<file path="config.mk">
export PLATFORM = sky130hd
export DESIGN_NAME = mz_header_repacker
export DESIGN_NICKNAME = d
export VERILOG_FILES = /design/src/sv/mzr_pkg.sv /design/src/sv/mzr_hdr_calc.sv /design/src/sv/mzr_front.sv /design/src/sv/mzr_emit.sv /design/src/sv/mz_header_repacker.sv
export SDC_FILE = /design/constraint.sdc
export NUM_CORES = 1
export LEC_CHECK = 0
export BUFFER_PORTS_ARGS = -buffer_cell sky130_fd_sc_hd__buf_4
export CORE_ASPECT_RATIO = 2
export CORE_UTILIZATION = 55
export CTS_BUF_LIST = sky130_fd_sc_hd__clkbuf_8
export DETAILED_ROUTE_END_ITERATION = 8
export GPL_TIMING_DRIVEN = 0
export PLACE_DENSITY = 0.71
export SYNTH_ARGS = -nofsm -noshare
export SYNTH_HDL_FRONTEND = slang
export SYNTH_SLANG_ARGS = --single-unit
</file>
<file path="constraint.sdc">
create_clock -name i_clk -period 7.95 [get_ports i_clk]
set_clock_uncertainty 0.15 [all_clocks]
set_input_delay 0.795 -clock i_clk [delete_from_list [all_inputs] [get_ports i_clk]]
set_output_delay 0.795 -clock i_clk [all_outputs]
set_load 0.05 [all_outputs]
</file>
<file path="src/sv/mzr_pkg.sv">
// ----------------------------------------------------------------------------
// MZ header repacker package
// Shared types and constants for the header repacker modules.
// ----------------------------------------------------------------------------
`default_nettype none

package mzr_pkg;

    localparam int HdrLen = 28;
    localparam logic [15:0] MzSig = 16'h5A4D;

    localparam logic [4:0] IdxLlbLo = 5'd2;
    localparam logic [4:0] IdxLlbHi = 5'd3;
    localparam logic [4:0] IdxBlkLo = 5'd4;
    localparam logic [4:0] IdxBlkHi = 5'd5;
    localparam logic [4:0] IdxPgLo  = 5'd8;
    localparam logic [4:0] IdxPgHi  = 5'd9;
    localparam logic [4:0] IdxOffLo = 5'd24;
    localparam logic [4:0] IdxOffHi = 5'd25;

    typedef logic [7:0] t_hdr [HdrLen];

    typedef enum logic [1:0] {
        ST_DATA    = 2'd0,
        ST_NOT_EXE = 2'd1,
        ST_SHORT   = 2'd2,
        ST_EARLY   = 2'd3
    } t_status;

    typedef enum logic [1:0] {
        BODY_NONE,
        BODY_HDR,
        BODY_REL,
        BODY_DAT
    } t_body;

    typedef struct packed {
        t_body       body;
        logic [4:0]  blen;
        logic [31:0] word;
        logic        dat_last;
        logic [3:0]  pad;
        logic        sts;
        t_status     code;
        logic [5:0]  total;
    } t_job;

    typedef struct packed {
        logic [15:0] extra;
        logic [15:0] cnt;
        logic [19:0] drop;
        logic [3:0]  pad;
    } t_plan;

    typedef struct packed {
        logic [24:0] size;
        logic [15:0] npg;
        logic [4:0]  outlen;
    } t_hdr_new;

endpackage

`default_nettype wire

</file>
<file path="src/sv/mzr_hdr_calc.sv">
// ----------------------------------------------------------------------------
// MZ header field calculator
// Pipelined recomputation of the rewritten header fields from the store.
// ----------------------------------------------------------------------------
`default_nettype none

module mzr_hdr_calc (
    input  wire logic             i_clk,
    input  wire mzr_pkg::t_hdr    i_hdr,
    input  wire logic             i_sig_enable,
    output mzr_pkg::t_plan        o_plan,
    output mzr_pkg::t_hdr_new     o_new
);

    logic [15:0] llb, bc, cnt, pg, off;
    logic [4:0]  outlen;
    logic [17:0] rlen;
    logic [18:0] oldend, hsum;
    logic [19:0] pg16;
    mzr_pkg::t_plan plan;
    logic [15:0] npg;
    logic [24:0] base;

    mzr_pkg::t_plan r_plan;
    logic [15:0] r_npg;
    logic [4:0]  r_outlen;
    logic [24:0] r_base, r_t, r_d, r_size;

    always_comb begin
        llb    = {i_hdr[3], i_hdr[2]};
        bc     = {i_hdr[5], i_hdr[4]};
        cnt    = {i_hdr[7], i_hdr[6]};
        pg     = {i_hdr[9], i_hdr[8]};
        off    = {i_hdr[25], i_hdr[24]};
        outlen = i_sig_enable ? 5'd30 : 5'd28;
        rlen   = {cnt, 2'b00};
        oldend = 19'(off) + 19'(rlen);
        pg16   = {pg, 4'b0000};
        hsum   = 19'(rlen) + 19'(outlen);
        npg    = 16'((hsum + 19'd15) >> 4);
        plan.extra = (off > 16'd28) ? off - 16'd28 : 16'd0;
        plan.cnt   = cnt;
        plan.drop  = (pg16 > 20'(oldend)) ? pg16 - 20'(oldend) : 20'd0;
        plan.pad   = 4'd0 - hsum[3:0];
        base = 25'({bc, 9'b0}) + 25'(llb) - ((llb != 16'd0) ? 25'd512 : 25'd0);
    end

    always_ff @(posedge i_clk) begin
        r_plan   <= plan;
        r_npg    <= npg;
        r_outlen <= outlen;
        r_base   <= base;
        r_t      <= r_base + 25'(r_plan.pad) + 25'(r_outlen) - 25'd28;
        r_d      <= 25'(r_plan.extra) + 25'(r_plan.drop);
        r_size   <= r_t - r_d;
    end

    assign o_plan = r_plan;
    assign o_new  = '{size: r_size, npg: r_npg, outlen: r_outlen};

endmodule

`default_nettype wire

</file>
<file path="src/sv/mzr_front.sv">
// ----------------------------------------------------------------------------
// MZ header repacker front end
// Accepts file bytes, tracks the file section and builds output jobs.
// ----------------------------------------------------------------------------
`default_nettype none

module mzr_front (
    input  wire logic            i_clk,
    input  wire logic            i_rst_n,
    input  wire logic            i_valid,
    input  wire logic [7:0]      i_in_byte,
    input  wire logic            i_in_last,
    input  wire logic            i_ready,
    input  wire logic            i_sig_enable,
    input  wire mzr_pkg::t_plan  i_plan,
    output logic                 o_stall,
    output mzr_pkg::t_hdr        o_hdr,
    output mzr_pkg::t_job        o_job,
    output logic                 o_load
);

    typedef enum logic [2:0] {
        PH_HDR,
        PH_EXTRA,
        PH_RELOC,
        PH_DROP,
        PH_COPY,
        PH_IGNORE
    } t_phase;

    t_phase      r_phase, n_phase;
    logic [4:0]  r_cnt, n_cnt;
    logic [15:0] r_extra, n_extra;
    logic [15:0] r_relocs, n_relocs;
    logic [23:0] r_word, n_word;
    logic [19:0] r_drop, n_drop;
    logic [3:0]  r_pad, n_pad;
    mzr_pkg::t_hdr r_hdr;

    logic            accept;
    logic            begin_tab, fin, early, clr, ign, sts;
    mzr_pkg::t_status code;
    mzr_pkg::t_body  body;
    logic [3:0]      pad_n;
    logic [31:0]     word;
    logic [31:0]     rw;
    logic [19:0]     a;
    logic [4:0]      blen;
    logic [5:0]      sum;

    assign accept  = i_valid && i_ready;
    assign o_stall = !i_ready;
    assign o_hdr   = r_hdr;

    always_comb begin
        n_phase   = r_phase;
        n_cnt     = r_cnt;
        n_extra   = r_extra;
        n_relocs  = r_relocs;
        n_word    = r_word;
        n_drop    = r_drop;
        n_pad     = r_pad;
        begin_tab = 1'b0;
        fin       = 1'b0;
        early     = 1'b0;
        clr       = 1'b0;
        ign       = 1'b0;
        sts       = 1'b0;
        code      = mzr_pkg::ST_DATA;
        body      = mzr_pkg::BODY_NONE;
        pad_n     = 4'd0;
        word      = 32'd0;
        rw        = {i_in_byte, r_word};
        a         = {rw[31:16], 4'b0000} + 20'(rw[15:0]);
        unique case (r_phase)
            PH_HDR: begin
                if (r_cnt != 5'(mzr_pkg::HdrLen - 1)) begin
                    n_cnt = r_cnt + 5'd1;
                    if (i_in_last) begin
                        sts  = 1'b1;
                        code = mzr_pkg::ST_SHORT;
                        clr  = 1'b1;
                    end
                end else begin
                    n_cnt = 5'd0;
                    if ({r_hdr[1], r_hdr[0]} != mzr_pkg::MzSig) begin
                        sts  = 1'b1;
                        code = mzr_pkg::ST_NOT_EXE;
                        clr  = 1'b1;
                        ign  = !i_in_last;
                    end else begin
                        body     = mzr_pkg::BODY_HDR;
                        n_extra  = i_plan.extra;
                        n_relocs = i_plan.cnt;
                        n_drop   = i_plan.drop;
                        n_pad    = i_plan.pad;
                        early    = 1'b1;
                        if (i_plan.extra != 16'd0) begin
                            n_phase = PH_EXTRA;
                        end else begin
                            begin_tab = 1'b1;
                        end
                    end
                end
            end
            PH_EXTRA: begin
                n_extra = r_extra - 16'd1;
                early   = 1'b1;
                if (n_extra == 16'd0) begin
                    begin_tab = 1'b1;
                end
            end
            PH_RELOC: begin
                early = 1'b1;
                if (r_cnt[1:0] != 2'd3) begin
                    n_word = {i_in_byte, r_word[23:8]};
                    n_cnt  = r_cnt + 5'd1;
                end else begin
                    body     = mzr_pkg::BODY_REL;
                    word     = {a[19:16], 12'd0, a[15:0]};
                    n_cnt    = 5'd0;
                    n_word   = 24'd0;
                    n_relocs = r_relocs - 16'd1;
                    if (n_relocs == 16'd0) begin
                        fin = 1'b1;
                    end
                end
            end
            PH_DROP: begin
                n_drop = r_drop - 20'd1;
                early  = 1'b1;
                if (n_drop == 20'd0) begin
                    n_phase = PH_COPY;
                end
            end
            PH_COPY: begin
                body = mzr_pkg::BODY_DAT;
                word = {24'd0, i_in_byte};
                clr  = i_in_last;
            end
            PH_IGNORE: begin
                clr = i_in_last;
            end
            default: begin
                clr = 1'b1;
            end
        endcase
        if (begin_tab) begin
            if (n_relocs != 16'd0) begin
                n_phase = PH_RELOC;
                n_cnt   = 5'd0;
                n_word  = 24'd0;
            end else begin
                fin = 1'b1;
            end
        end
        if (fin) begin
            if (!i_in_last) begin
                pad_n = n_pad;
            end
            n_phase = (n_drop != 20'd0) ? PH_DROP : PH_COPY;
        end
        if (early && i_in_last) begin
            sts  = 1'b1;
            code = mzr_pkg::ST_EARLY;
            clr  = 1'b1;
        end
        if (clr) begin
            n_phase  = ign ? PH_IGNORE : PH_HDR;
            n_cnt    = 5'd0;
            n_extra  = 16'd0;
            n_relocs = 16'd0;
            n_word   = 24'd0;
            n_drop   = 20'd0;
            n_pad    = 4'd0;
        end
    end

    always_comb begin
        unique case (body)
            mzr_pkg::BODY_HDR: blen = i_sig_enable ? 5'd30 : 5'd28;
            mzr_pkg::BODY_REL: blen = 5'd4;
            mzr_pkg::BODY_DAT: blen = 5'd1;
            default:           blen = 5'd0;
        endcase
        sum            = 6'(blen) + 6'(pad_n) + 6'(sts);
        o_job.body     = body;
        o_job.blen     = blen;
        o_job.word     = word;
        o_job.dat_last = i_in_last;
        o_job.pad      = pad_n;
        o_job.sts      = sts;
        o_job.code     = code;
        o_job.total    = (sum > 6'd32) ? 6'd32 : sum;
        o_load         = accept && (sum != 6'd0);
    end

    always_ff @(posedge i_clk) begin
        if (accept && r_phase == PH_HDR) begin
            r_hdr[r_cnt] <= i_in_byte;
        end
    end

    always_ff @(posedge i_clk) begin
        if (!i_rst_n) begin
            r_phase  <= PH_HDR;
            r_cnt    <= 5'd0;
            r_extra  <= 16'd0;
            r_relocs <= 16'd0;
            r_word   <= 24'd0;
            r_drop   <= 20'd0;
            r_pad    <= 4'd0;
        end else if (accept) begin
            r_phase  <= n_phase;
            r_cnt    <= n_cnt;
            r_extra  <= n_extra;
            r_relocs <= n_relocs;
            r_word   <= n_word;
            r_drop   <= n_drop;
            r_pad    <= n_pad;
        end
    end

endmodule

`default_nettype wire

</file>
<file path="src/sv/mzr_emit.sv">
// ----------------------------------------------------------------------------
// MZ header repacker emitter
// Serializes one job into output transactions through a result register.
// ----------------------------------------------------------------------------
`default_nettype none

module mzr_emit (
    input  wire logic               i_clk,
    input  wire logic               i_rst_n,
    input  wire logic               i_load,
    input  wire mzr_pkg::t_job      i_job,
    input  wire mzr_pkg::t_hdr      i_hdr,
    input  wire mzr_pkg::t_hdr_new  i_new,
    input  wire logic [15:0]        i_sig_value,
    input  wire logic               i_stall,
    output logic                    o_ready,
    output logic                    o_valid,
    output logic [7:0]              o_out_byte,
    output logic                    o_out_last,
    output logic [1:0]              o_status
);

    mzr_pkg::t_job r_job;
    logic [5:0]    r_pos;
    logic          r_active;
    logic          r_valid;
    logic [7:0]    r_byte;
    logic          r_last;
    logic [1:0]    r_status;

    logic          adv, done_now;
    logic [5:0]    b1;
    logic [4:0]    idx;
    logic [15:0]   blk;
    logic [7:0]    hb, n_byte;
    logic          n_last;
    logic [1:0]    n_status;

    assign adv      = !r_valid || !i_stall;
    assign done_now = adv && r_active && (r_pos == r_job.total - 6'd1);
    assign o_ready  = !r_active || done_now;

    always_comb begin
        idx = r_pos[4:0];
        blk = i_new.size[24:9] + 16'(i_new.size[8:0] != 9'd0);
        unique case (idx)
            mzr_pkg::IdxLlbLo: hb = i_new.size[7:0];
            mzr_pkg::IdxLlbHi: hb = {7'd0, i_new.size[8]};
            mzr_pkg::IdxBlkLo: hb = blk[7:0];
            mzr_pkg::IdxBlkHi: hb = blk[15:8];
            mzr_pkg::IdxPgLo:  hb = i_new.npg[7:0];
            mzr_pkg::IdxPgHi:  hb = i_new.npg[15:8];
            mzr_pkg::IdxOffLo: hb = {3'd0, i_new.outlen};
            mzr_pkg::IdxOffHi: hb = 8'd0;
            default:           hb = i_hdr[idx];
        endcase
        b1       = 6'(r_job.blen) + 6'(r_job.pad);
        n_byte   = 8'd0;
        n_last   = 1'b0;
        n_status = mzr_pkg::ST_DATA;
        if (r_pos < 6'(r_job.blen)) begin
            unique case (r_job.body)
                mzr_pkg::BODY_HDR: begin
                    if (r_pos < 6'(mzr_pkg::HdrLen)) begin
                        n_byte = hb;
                    end else begin
                        n_byte = r_pos[0] ? i_sig_value[15:8] : i_sig_value[7:0];
                    end
                end
                mzr_pkg::BODY_REL: begin
                    unique case (r_pos[1:0])
                        2'd0:    n_byte = r_job.word[7:0];
                        2'd1:    n_byte = r_job.word[15:8];
                        2'd2:    n_byte = r_job.word[23:16];
                        default: n_byte = r_job.word[31:24];
                    endcase
                end
                mzr_pkg::BODY_DAT: begin
                    n_byte = r_job.word[7:0];
                    n_last = r_job.dat_last;
                end
                default: n_byte = 8'd0;
            endcase
        end else if (r_pos >= b1) begin
            n_last   = 1'b1;
            n_status = r_job.code;
        end
    end

    always_ff @(posedge i_clk) begin
        if (!i_rst_n) begin
            r_active <= 1'b0;
            r_valid  <= 1'b0;
            r_pos    <= 6'd0;
        end else begin
            if (adv) begin
                r_valid <= r_active;
                if (r_active) begin
                    r_byte   <= n_byte;
                    r_last   <= n_last;
                    r_status <= n_status;
                    r_pos    <= r_pos + 6'd1;
                    if (done_now) begin
                        r_active <= 1'b0;
                    end
                end
            end
            if (i_load) begin
                r_job    <= i_job;
                r_pos    <= 6'd0;
                r_active <= 1'b1;
            end
        end
    end

    assign o_valid    = r_valid;
    assign o_out_byte = r_byte;
    assign o_out_last = r_last;
    assign o_status   = r_status;

endmodule

`default_nettype wire

</file>
<file path="src/sv/mz_header_repacker.sv">
// A byte's first result is registered in the job register and then in the result register.
// Throughput: while the receiver does not stall, one byte per cycle in the load image,
// relocation bytes and skipped regions; the header byte and each fourth relocation byte hold
// input until their burst (up to 32 results) has drained through the result register, one per cycle.
// Reset: synchronous active low; clears the file state, config registers and output valid.
// The header store needs no clearing pass.
// ----------------------------------------------------------------------------
// MZ header repacker
// Streams a DOS MZ executable and rewrites its header and relocation table.
// ----------------------------------------------------------------------------
`default_nettype none

module mz_header_repacker (
    input  wire logic        i_clk,
    input  wire logic        i_rst_n,
    input  wire logic        i_cfg_we,
    input  wire logic        i_cfg_idx,
    input  wire logic [15:0] i_cfg_data,
    input  wire logic        i_valid,
    output logic             o_stall,
    input  wire logic [7:0]  i_in_byte,
    input  wire logic        i_in_last,
    output logic             o_valid,
    input  wire logic        i_stall,
    output logic [7:0]       o_out_byte,
    output logic             o_out_last,
    output logic [1:0]       o_status
);

    localparam logic CfgSigEnable = 1'b0;
    localparam logic CfgSigValue  = 1'b1;

    logic        r_sig_enable;
    logic [15:0] r_sig_value;

    mzr_pkg::t_hdr     hdr;
    mzr_pkg::t_plan    plan;
    mzr_pkg::t_hdr_new hnew;
    mzr_pkg::t_job     job;
    logic              load, ready;

    always_ff @(posedge i_clk) begin
        if (!i_rst_n) begin
            r_sig_enable <= 1'b0;
            r_sig_value  <= 16'd0;
        end else if (i_cfg_we) begin
            unique case (i_cfg_idx)
                CfgSigEnable: r_sig_enable <= i_cfg_data[0];
                CfgSigValue:  r_sig_value  <= i_cfg_data;
                default:      r_sig_value  <= r_sig_value;
            endcase
        end
    end

    mzr_hdr_calc u_calc (
        .i_clk        (i_clk),
        .i_hdr        (hdr),
        .i_sig_enable (r_sig_enable),
        .o_plan       (plan),
        .o_new        (hnew)
    );

    mzr_front u_front (
        .i_clk        (i_clk),
        .i_rst_n      (i_rst_n),
        .i_valid      (i_valid),
        .i_in_byte    (i_in_byte),
        .i_in_last    (i_in_last),
        .i_ready      (ready),
        .i_sig_enable (r_sig_enable),
        .i_plan       (plan),
        .o_stall      (o_stall),
        .o_hdr        (hdr),
        .o_job        (job),
        .o_load       (load)
    );

    mzr_emit u_emit (
        .i_clk       (i_clk),
        .i_rst_n     (i_rst_n),
        .i_load      (load),
        .i_job       (job),
        .i_hdr       (hdr),
        .i_new       (hnew),
        .i_sig_value (r_sig_value),
        .i_stall     (i_stall),
        .o_ready     (ready),
        .o_valid     (o_valid),
        .o_out_byte  (o_out_byte),
        .o_out_last  (o_out_last),
        .o_status    (o_status)
    );

endmodule

`default_nettype wire

</file>
==> results of run 1 <==
[sequential cells by signal, summed over array words and instances, names as in the netlist, 21 cells and up]
signal	cells
u_calc.o_plan	55
u_calc.r_base	25
u_calc.r_d	21
u_calc.r_size	25
u_calc.r_t	25
u_emit.r_job	39
u_front.o_hdr	224
u_front.r_word	24
[worst register-to-register path: stages (launching register included)]
cell and delay, ns:
dfxtp_1 0.32, clkbuf_1 0.19, inv_1 0.09, ha_1 0.33, or4b_1 0.54, nor4_1 0.34
mux2i_1 0.48, a41oi_1 0.24, a2111oi_2 0.33, nand4_2 0.24, o31ai_2 0.70, and2b_1 0.26
and3_1 0.24, fa_1 0.23, inv_1 0.06, fa_1 0.39, inv_1 0.07, a21o_1 0.10
a21oi_1 0.07, xnor2_1 0.21, nor3_1 0.07, a41o_1 0.32, nor2_4 0.24, buf_12 0.24
[power groups by stage]
stage | Sequential, uW | Combinational, uW | Clock, uW
CTS | 3070 | 572 | 2390
global placement | 3130 | 555 | 0
detailed placement | 3130 | 569 | 0
finish | 3070 | 582 | 2360
global route | 3070 | 616 | 2490
floorplan | 3130 | 343 | 0
[cells in the mapped netlist (11+ instances only)]
master / instances
dfxtp_1: 279
edfxtp_1: 274
nor2_1: 254
nand2_1: 239
a21oi_1: 196
ha_1: 163
inv_1: 147
xnor2_1: 125
o21ai_0: 107
clkbuf_1: 88
nand3_1: 87
nor3_1: 76
mux4_2: 64
xor2_1: 63
nor4_1: 40
buf_2: 37
nand4_1: 34
a21o_1: 31
nor2b_1: 30
o22ai_1: 30
nand2b_1: 27
mux2i_1: 26
and3_1: 23
or3_1: 20
o21bai_1: 19
a211oi_1: 17
o211ai_1: 16
a22oi_1: 14
a31oi_1: 14
nand3b_1: 13
a211o_1: 12
o21a_1: 12
a221o_1: 11
and2_1: 11
buf_1: 11
nor3b_1: 11
or4_1: 11
[area by class of cell]
cell class / instances / area, sq um
repair buffers: 43 / 335
flip-flops and latches: 553 / 13800
clock buffers: 91 / 1250
diodes: 3 / 7.51
multi-input cells: 2028 / 14600
clock inverters: 49 / 377
well taps: 665 / 832
inverters: 148 / 556
plain buffers: 146 / 654
fillers: 4504 / 20400
[cells by family (layout without fill, tap and decap cells)]
logic type	Yosys count	after routing
simple gates	949	949
compound gates	624	624
flops	553	553
buf+inv	294	477
xor+xnor	188	188
fa+ha+maj	172	172
mux	95	95
other cells	0	3
[through the flow]
step	setup slack (ns)	utilization	power [uW]
after floorplan	1.35	-	3470
after global placement	-0.491	0.582	3680
after detailed placement	1.26	0.582	3700
after CTS	1.20	0.613	6030
after global routing	0.820	0.613	6180
final	1.13	0.613	6010
[metal layers]
layer | track usage | share of wire | vias up
met3 | 0.0601 | 0.061 | 420
met2 | 0.643 | 0.50 | 1061
li1 | - | - | 10800
met4 | 0.345 | 0.10 | 2
met5 | 0 | 0.00012 | -
met1 | 0.356 | 0.33 | 11500
[how the worst max path moves through the flow]
stage | startpoint | cells after the start | endpoint
6_report | u_front.r_relocs[0] | 23 | u_emit.r_job[17]
5_1_grt | u_front.o_hdr[208] | 21 | u_emit.r_job[17]
4_1_cts | u_front.r_relocs[0] | 23 | u_emit.r_job[23]
3_5_place_dp | u_front.r_relocs[0] | 23 | u_emit.r_job[27]
3_3_place_gp | u_front.r_relocs[0] | 22 | u_emit.r_job[17]
2_1_floorplan | u_front.r_extra[0] | 22 | u_emit.r_job[0]
==> results.json, run 1 <==
{
  "r2r_slack_ns": 1.13,
  "worstPathArrival_ns": 7.02,
  "ys.flop_type": "dfxtp_1",
  "hold_violations": 0,
  "drive_gt1_frac": 0.106,
  "p_leak_uw": 0.0123,
  "slew_headroom": 0.0557,
  "start_util": 0.560,
  "first_pass_iters": 8,
  "violations": "design-rule violations",
  "ys_warn_count": 0,
  "clockPowerShare": 0.393,
  "grt_pass1_wl_um": 145000,
  "die_y_um": 330,
  "start_kind": "flip-flop",
  "fin_hold_ws_ns": 0.195,
  "holdPathEnd": "u_calc.r_t[0]",
  "cts_made_buffers": 78,
  "mostFrequentLayoutCells": "279 x dfxtp_1, 274 x edfxtp_1, 253 x nor2_1, 239 x nand2_1, 196 x a21oi_1",
  "antenna_found_initial": 4,
  "synthMuxAreaShare": 0.0594,
  "synth_area_sq_um": 29600,
  "via_per_inst": 6.41,
  "antenna_left": 0,
  "endpoint_kind": "flip-flop",
  "design_area_sq_um": 32400,
  "final-setup-viol-count": 0,
  "synth_top_family_by_area": "simple AND/OR/NAND/NOR gates",
  "grt_pass1_vias": 23800,
  "whs_path_depth": 0,
  "netlist_instances": 2875,
  "power_switching_uw": 1540,
  "vdd.ir_drop.worst_uv": 174,
  "synth_simple_gate_area_frac": 0.162,
  "rows": 119,
  "status": "finished, violations left",
  "maxSlewViolCount": 0,
  "gp_congestion": 1.03,
  "internal_power_uw": 4480,
  "io_pins": 44,
  "post-route-period-util": 0.857,
  "swShare": 0.255,
  "power_density_nw_per_um2": 185,
  "dpl-instance-area_sq_um": 30800,
  "cpMaxStageDelayCell": "o31ai_2",
  "rsz0062_at_grt": "false",
  "p_seq_frac": 0.510,
  "dieArea_sq_um": 54800,
  "htreeDepth": 3,
  "cpMostUsedCell": "inv_1",
  "timing.rr.start": "u_front.r_relocs[0]",
  "cts_root_buf": "clkbuf_8",
  "cts_buffer_depth": 3,
  "grt_max_degree": 35,
  "post_cts_buffers": 0,
  "syn_nets": 3078,
  "cp_num_buf_inv": 5,
  "fin_crit_ns": 6.82,
  "core_sq_um": 52900,
  "dp_hpwl_um": 76000,
  "cts_hold_buf": 0,
  "synth_enable_flop_cells": 274,
  "fin_cells": 3726,
  "max_freq_ghz": 0.147,
  "power_frac_comb": 0.097,
  "drv_cap": 0,
  "synth_xor_area_frac": 0.0556,
  "cts_tree": "built",
  "place_inst": 3583,
  "critPathMaxFanout": 33,
  "synth-compound-area-share": 0.140,
  "port_buffers": 42,
  "critPathKind": "reg2reg",
  "crit_required_ns": 8.15,
  "worstPathCellList": "clkbuf_1 -> inv_1 -> ha_1 -> or4b_1 -> nor4_1 -> mux2i_1 -> a41oi_1 -> a2111oi_2 -> nand4_2 -> o31ai_2 -> and2b_1 -> and3_1 -> fa_1 -> inv_1 -> fa_1 -> inv_1 -> a21o_1 -> a21oi_1 -> xnor2_1 -> nor3_1 -> a41o_1 -> nor2_4 -> buf_12",
  "worstMarginPinSlew_ns": 1.41,
  "overflow": 0,
  "fin_nets": 3201,
  "synth_top_area_share": 0.278,
  "drtIter0Drc": 2239,
  "crit_family": "simple AND/OR/NAND/NOR gates",
  "areaGrowthSynthToFinish_pct": 9.50,
  "hold_path.class": "reg2reg",
  "drcViolationCount": 4,
  "clk_pin_slew_ns": 0.07,
  "r2r_end": "u_emit.r_job[17]",
  "async_flop_share": 0,
  "synth_fa_ha_area_frac": 0.0750,
  "netlist_top_cells_area": "edfxtp_1 28%, dfxtp_1 19%, ha_1 6.9%",
  "track_usage": 0.361,
  "final_common_cell": "dfxtp_1",
  "num_vias": 23900,
  "cts_resized": 0,
  "synth_seq_area_share": 0.467,
  "die_w_um": 166,
  "worstRegToRegCells": 23,
  "wl_per_cell_um": 26.3,
  "yosysTopAreaCell": "edfxtp_1",
  "insertion_delay_ns": 0.68,
  "syn_avg_cell_area_sq_um": 10.3,
  "cts.sinks": 553,
  "ys_ff_latch": 553,
  "min_from": "u_calc.r_base[0]",
  "tns_ns": 0,
  "drt_wl_total_um": 98100,
  "cp_slowest_stage_delay_ns": 0.70,
  "yosysUniqueCellTypes": 107
}
No activity file was read; power rests on OpenSTA's default activity.
==> run 2: changes to the inputs <==
--- a/config.mk
+++ b/config.mk
@@ -8,7 +8,6 @@
 export BUFFER_PORTS_ARGS = -buffer_cell sky130_fd_sc_hd__buf_4
 export CORE_ASPECT_RATIO = 2
 export CORE_UTILIZATION = 55
-export CTS_BUF_LIST = sky130_fd_sc_hd__clkbuf_8
 export DETAILED_ROUTE_END_ITERATION = 8
 export GPL_TIMING_DRIVEN = 0
 export PLACE_DENSITY = 0.71
==> results.json, run 2 (synthesis gave the netlist of run 1 again) <==
{
  "final_common_cell": "dfxtp_1",
  "dieArea_sq_um": 54800,
  "gp_congestion": 1.03,
  "whs_path_depth": 0,
  "power_density_nw_per_um2": 189,
  "grt_max_degree": 35,
  "hold_path.class": "reg2reg",
  "antenna_left": 0,
  "slew_headroom": 0.0240,
  "drtIter0Drc": 2174,
  "worstPathCellList": "clkbuf_1 -> inv_1 -> ha_1 -> or4b_1 -> nor4_1 -> mux2i_1 -> a41oi_1 -> a2111oi_2 -> nand4_2 -> o31ai_2 -> and2b_1 -> and3_1 -> fa_1 -> inv_1 -> fa_1 -> inv_1 -> a21o_1 -> a21oi_1 -> xnor2_1 -> nor3_1 -> a41o_1 -> nor2_4 -> buf_12",
  "num_vias": 23700,
  "final_util": 0.614,
  "fin_nets": 3172,
  "dr_wl_met2_um": 49000,
  "fillers": 4399,
  "rows": 119,
  "areaGrowthSynthToFinish_pct": 9.64,
  "min_from": "u_calc.r_base[0]",
  "drcViolationCount": 4,
  "violations": "design-rule violations",
  "die_w_um": 166,
  "grt_pass1_vias": 23600,
  "dpl-instance-area_sq_um": 30800,
  "wl_met1_um": 32600,
  "crit_required_ns": 8.09,
  "status": "finished, violations left",
  "drt_wl_total_um": 97800,
  "cts_hold_buf": 0,
  "hold_violations": 0,
  "cts_buffer_depth": 3,
  "cpMaxStageDelayCell": "o31ai_2",
  "maxSlewViolCount": 0,
  "max_freq_ghz": 0.146,
  "fin_hold_ws_ns": 0.167,
  "cts_resized": 0,
  "port_buffers": 42,
  "cts_root_buf": "clkbuf_16",
  "track_usage": 0.359,
  "grt_pass1_wl_um": 145000,
  "drive_gt1_frac": 0.0957,
  "endpoint_kind": "flip-flop",
  "post-route-period-util": 0.861,
  "wl_per_cell_um": 26.6,
  "final-setup-viol-count": 0,
  "overflow": 0,
  "post_cts_buffers": 0,
  "start_kind": "flip-flop",
  "insertion_delay_ns": 0.63,
  "cts.sinks": 553,
  "cts_tree": "built",
  "cts_made_buffers": 49,
  "cpMostUsedCell": "inv_1",
  "antenna_found_initial": 3,
  "clk_pin_slew_ns": 0.07,
  "cp_num_buf_inv": 5,
  "r2r_end": "u_emit.r_job[15]",
  "worstMarginPinSlew_ns": 1.45,
  "worstRegToRegCells": 23,
  "holdPathEnd": "u_calc.r_t[0]",
  "critPathMaxFanout": 33,
  "largest_reg_flops": 224,
  "io_pins": 44,
  "start_util": 0.560,
  "htreeDepth": 2,
  "crit_family": "simple AND/OR/NAND/NOR gates",
  "cp_slowest_stage_delay_ns": 0.70,
  "via_per_inst": 6.45,
  "core_sq_um": 52900,
  "fin_crit_ns": 6.84,
  "timing.rr.start": "u_front.r_relocs[0]",
  "wl_met3_um": 5780,
  "worstPathArrival_ns": 6.99,
  "tns_ns": 0,
  "p_leak_uw": 0.0122,
  "first_pass_iters": 8,
  "design_area_sq_um": 32400,
  "die_y_um": 330,
  "drv_cap": 0,
  "mostFrequentLayoutCells": "279 x dfxtp_1, 274 x edfxtp_1, 253 x nor2_1, 239 x nand2_1, 196 x a21oi_1",
  "critPathKind": "reg2reg",
  "r2r_slack_ns": 1.11,
  "rsz0062_at_grt": "false",
  "maxUsedRoutingLayer": "met5",
  "vdd.ir_drop.worst_uv": 212,
  "dp_hpwl_um": 76000
}
==> run 2: worst reg2reg max path: stages (launching register included) <==
cell and delay [ns]:
dfxtp_1 0.32, clkbuf_1 0.19, inv_1 0.09, ha_1 0.34, or4b_1 0.54, nor4_1 0.35, mux2i_1 0.49, a41oi_1 0.25
a2111oi_2 0.33, nand4_2 0.24, o31ai_2 0.70, and2b_1 0.26, and3_1 0.24, fa_1 0.22, inv_1 0.06, fa_1 0.39
inv_1 0.07, a21o_1 0.10, a21oi_1 0.07, xnor2_1 0.21, nor3_1 0.08, a41o_1 0.33, nor2_4 0.24, buf_12 0.24
==> run 2: power breakdown <==
group / internal (uW) / total [uW] / switching (uW) / leakage (uW)
registers: 3040 / 3070 / 30.0 / 0.00480
clock network: 1360 / 2490 / 1130 / 0.000804
logic: 196 / 583 / 387 / 0.00658
total: 4590 / 6140 / 1540 / 0.0122
==> run 2: layout make-up <==
class                      instances  area (sq um)  area share
multi-input combinational       2028         14600       0.449
sequential                       553         13800       0.426
clock buffer                      58          1310      0.0404
tap                              665           832      0.0256
buffer                           146           654      0.0202
inverter                         148           556      0.0171
clock inverter                    32           364      0.0112
timing repair buffer              43           335      0.0103
antenna                            1          2.50   0.0000771
==> run 2: per-layer routing <==
layer / up-vias / GRT usage
met2: 1052 / 0.643
met4: 4 / 0.338
li1: 10800 / -
met1: 11500 / 0.356
met3: 416 / 0.0543
met5: - / 0
==> run 2: worst max-delay path by stage <==
stage                                    from                to  slack (ns)  cells after the start
after floorplan            u_front.r_extra[0]   u_emit.r_job[0]        1.35                     22
after global placement    u_front.r_relocs[0]  u_emit.r_job[17]       -0.49                     22
after detailed placement  u_front.r_relocs[0]  u_emit.r_job[27]        1.26                     23
after CTS                 u_front.r_relocs[0]  u_emit.r_job[23]        1.24                     23
after global routing       u_front.o_hdr[208]  u_emit.r_job[23]        0.83                     21
final                     u_front.r_relocs[0]  u_emit.r_job[15]        1.11                     23
==> run 2: through the flow <==
stage               cells  setup WS (ns)  total power (uW)
floorplan            2875           1.35              3470
global placement     3582         -0.491              3680
detailed placement   3583           1.26              3700
CTS                  3673           1.24              6140
global route         3673          0.834              6280
finish               3674           1.11              6140
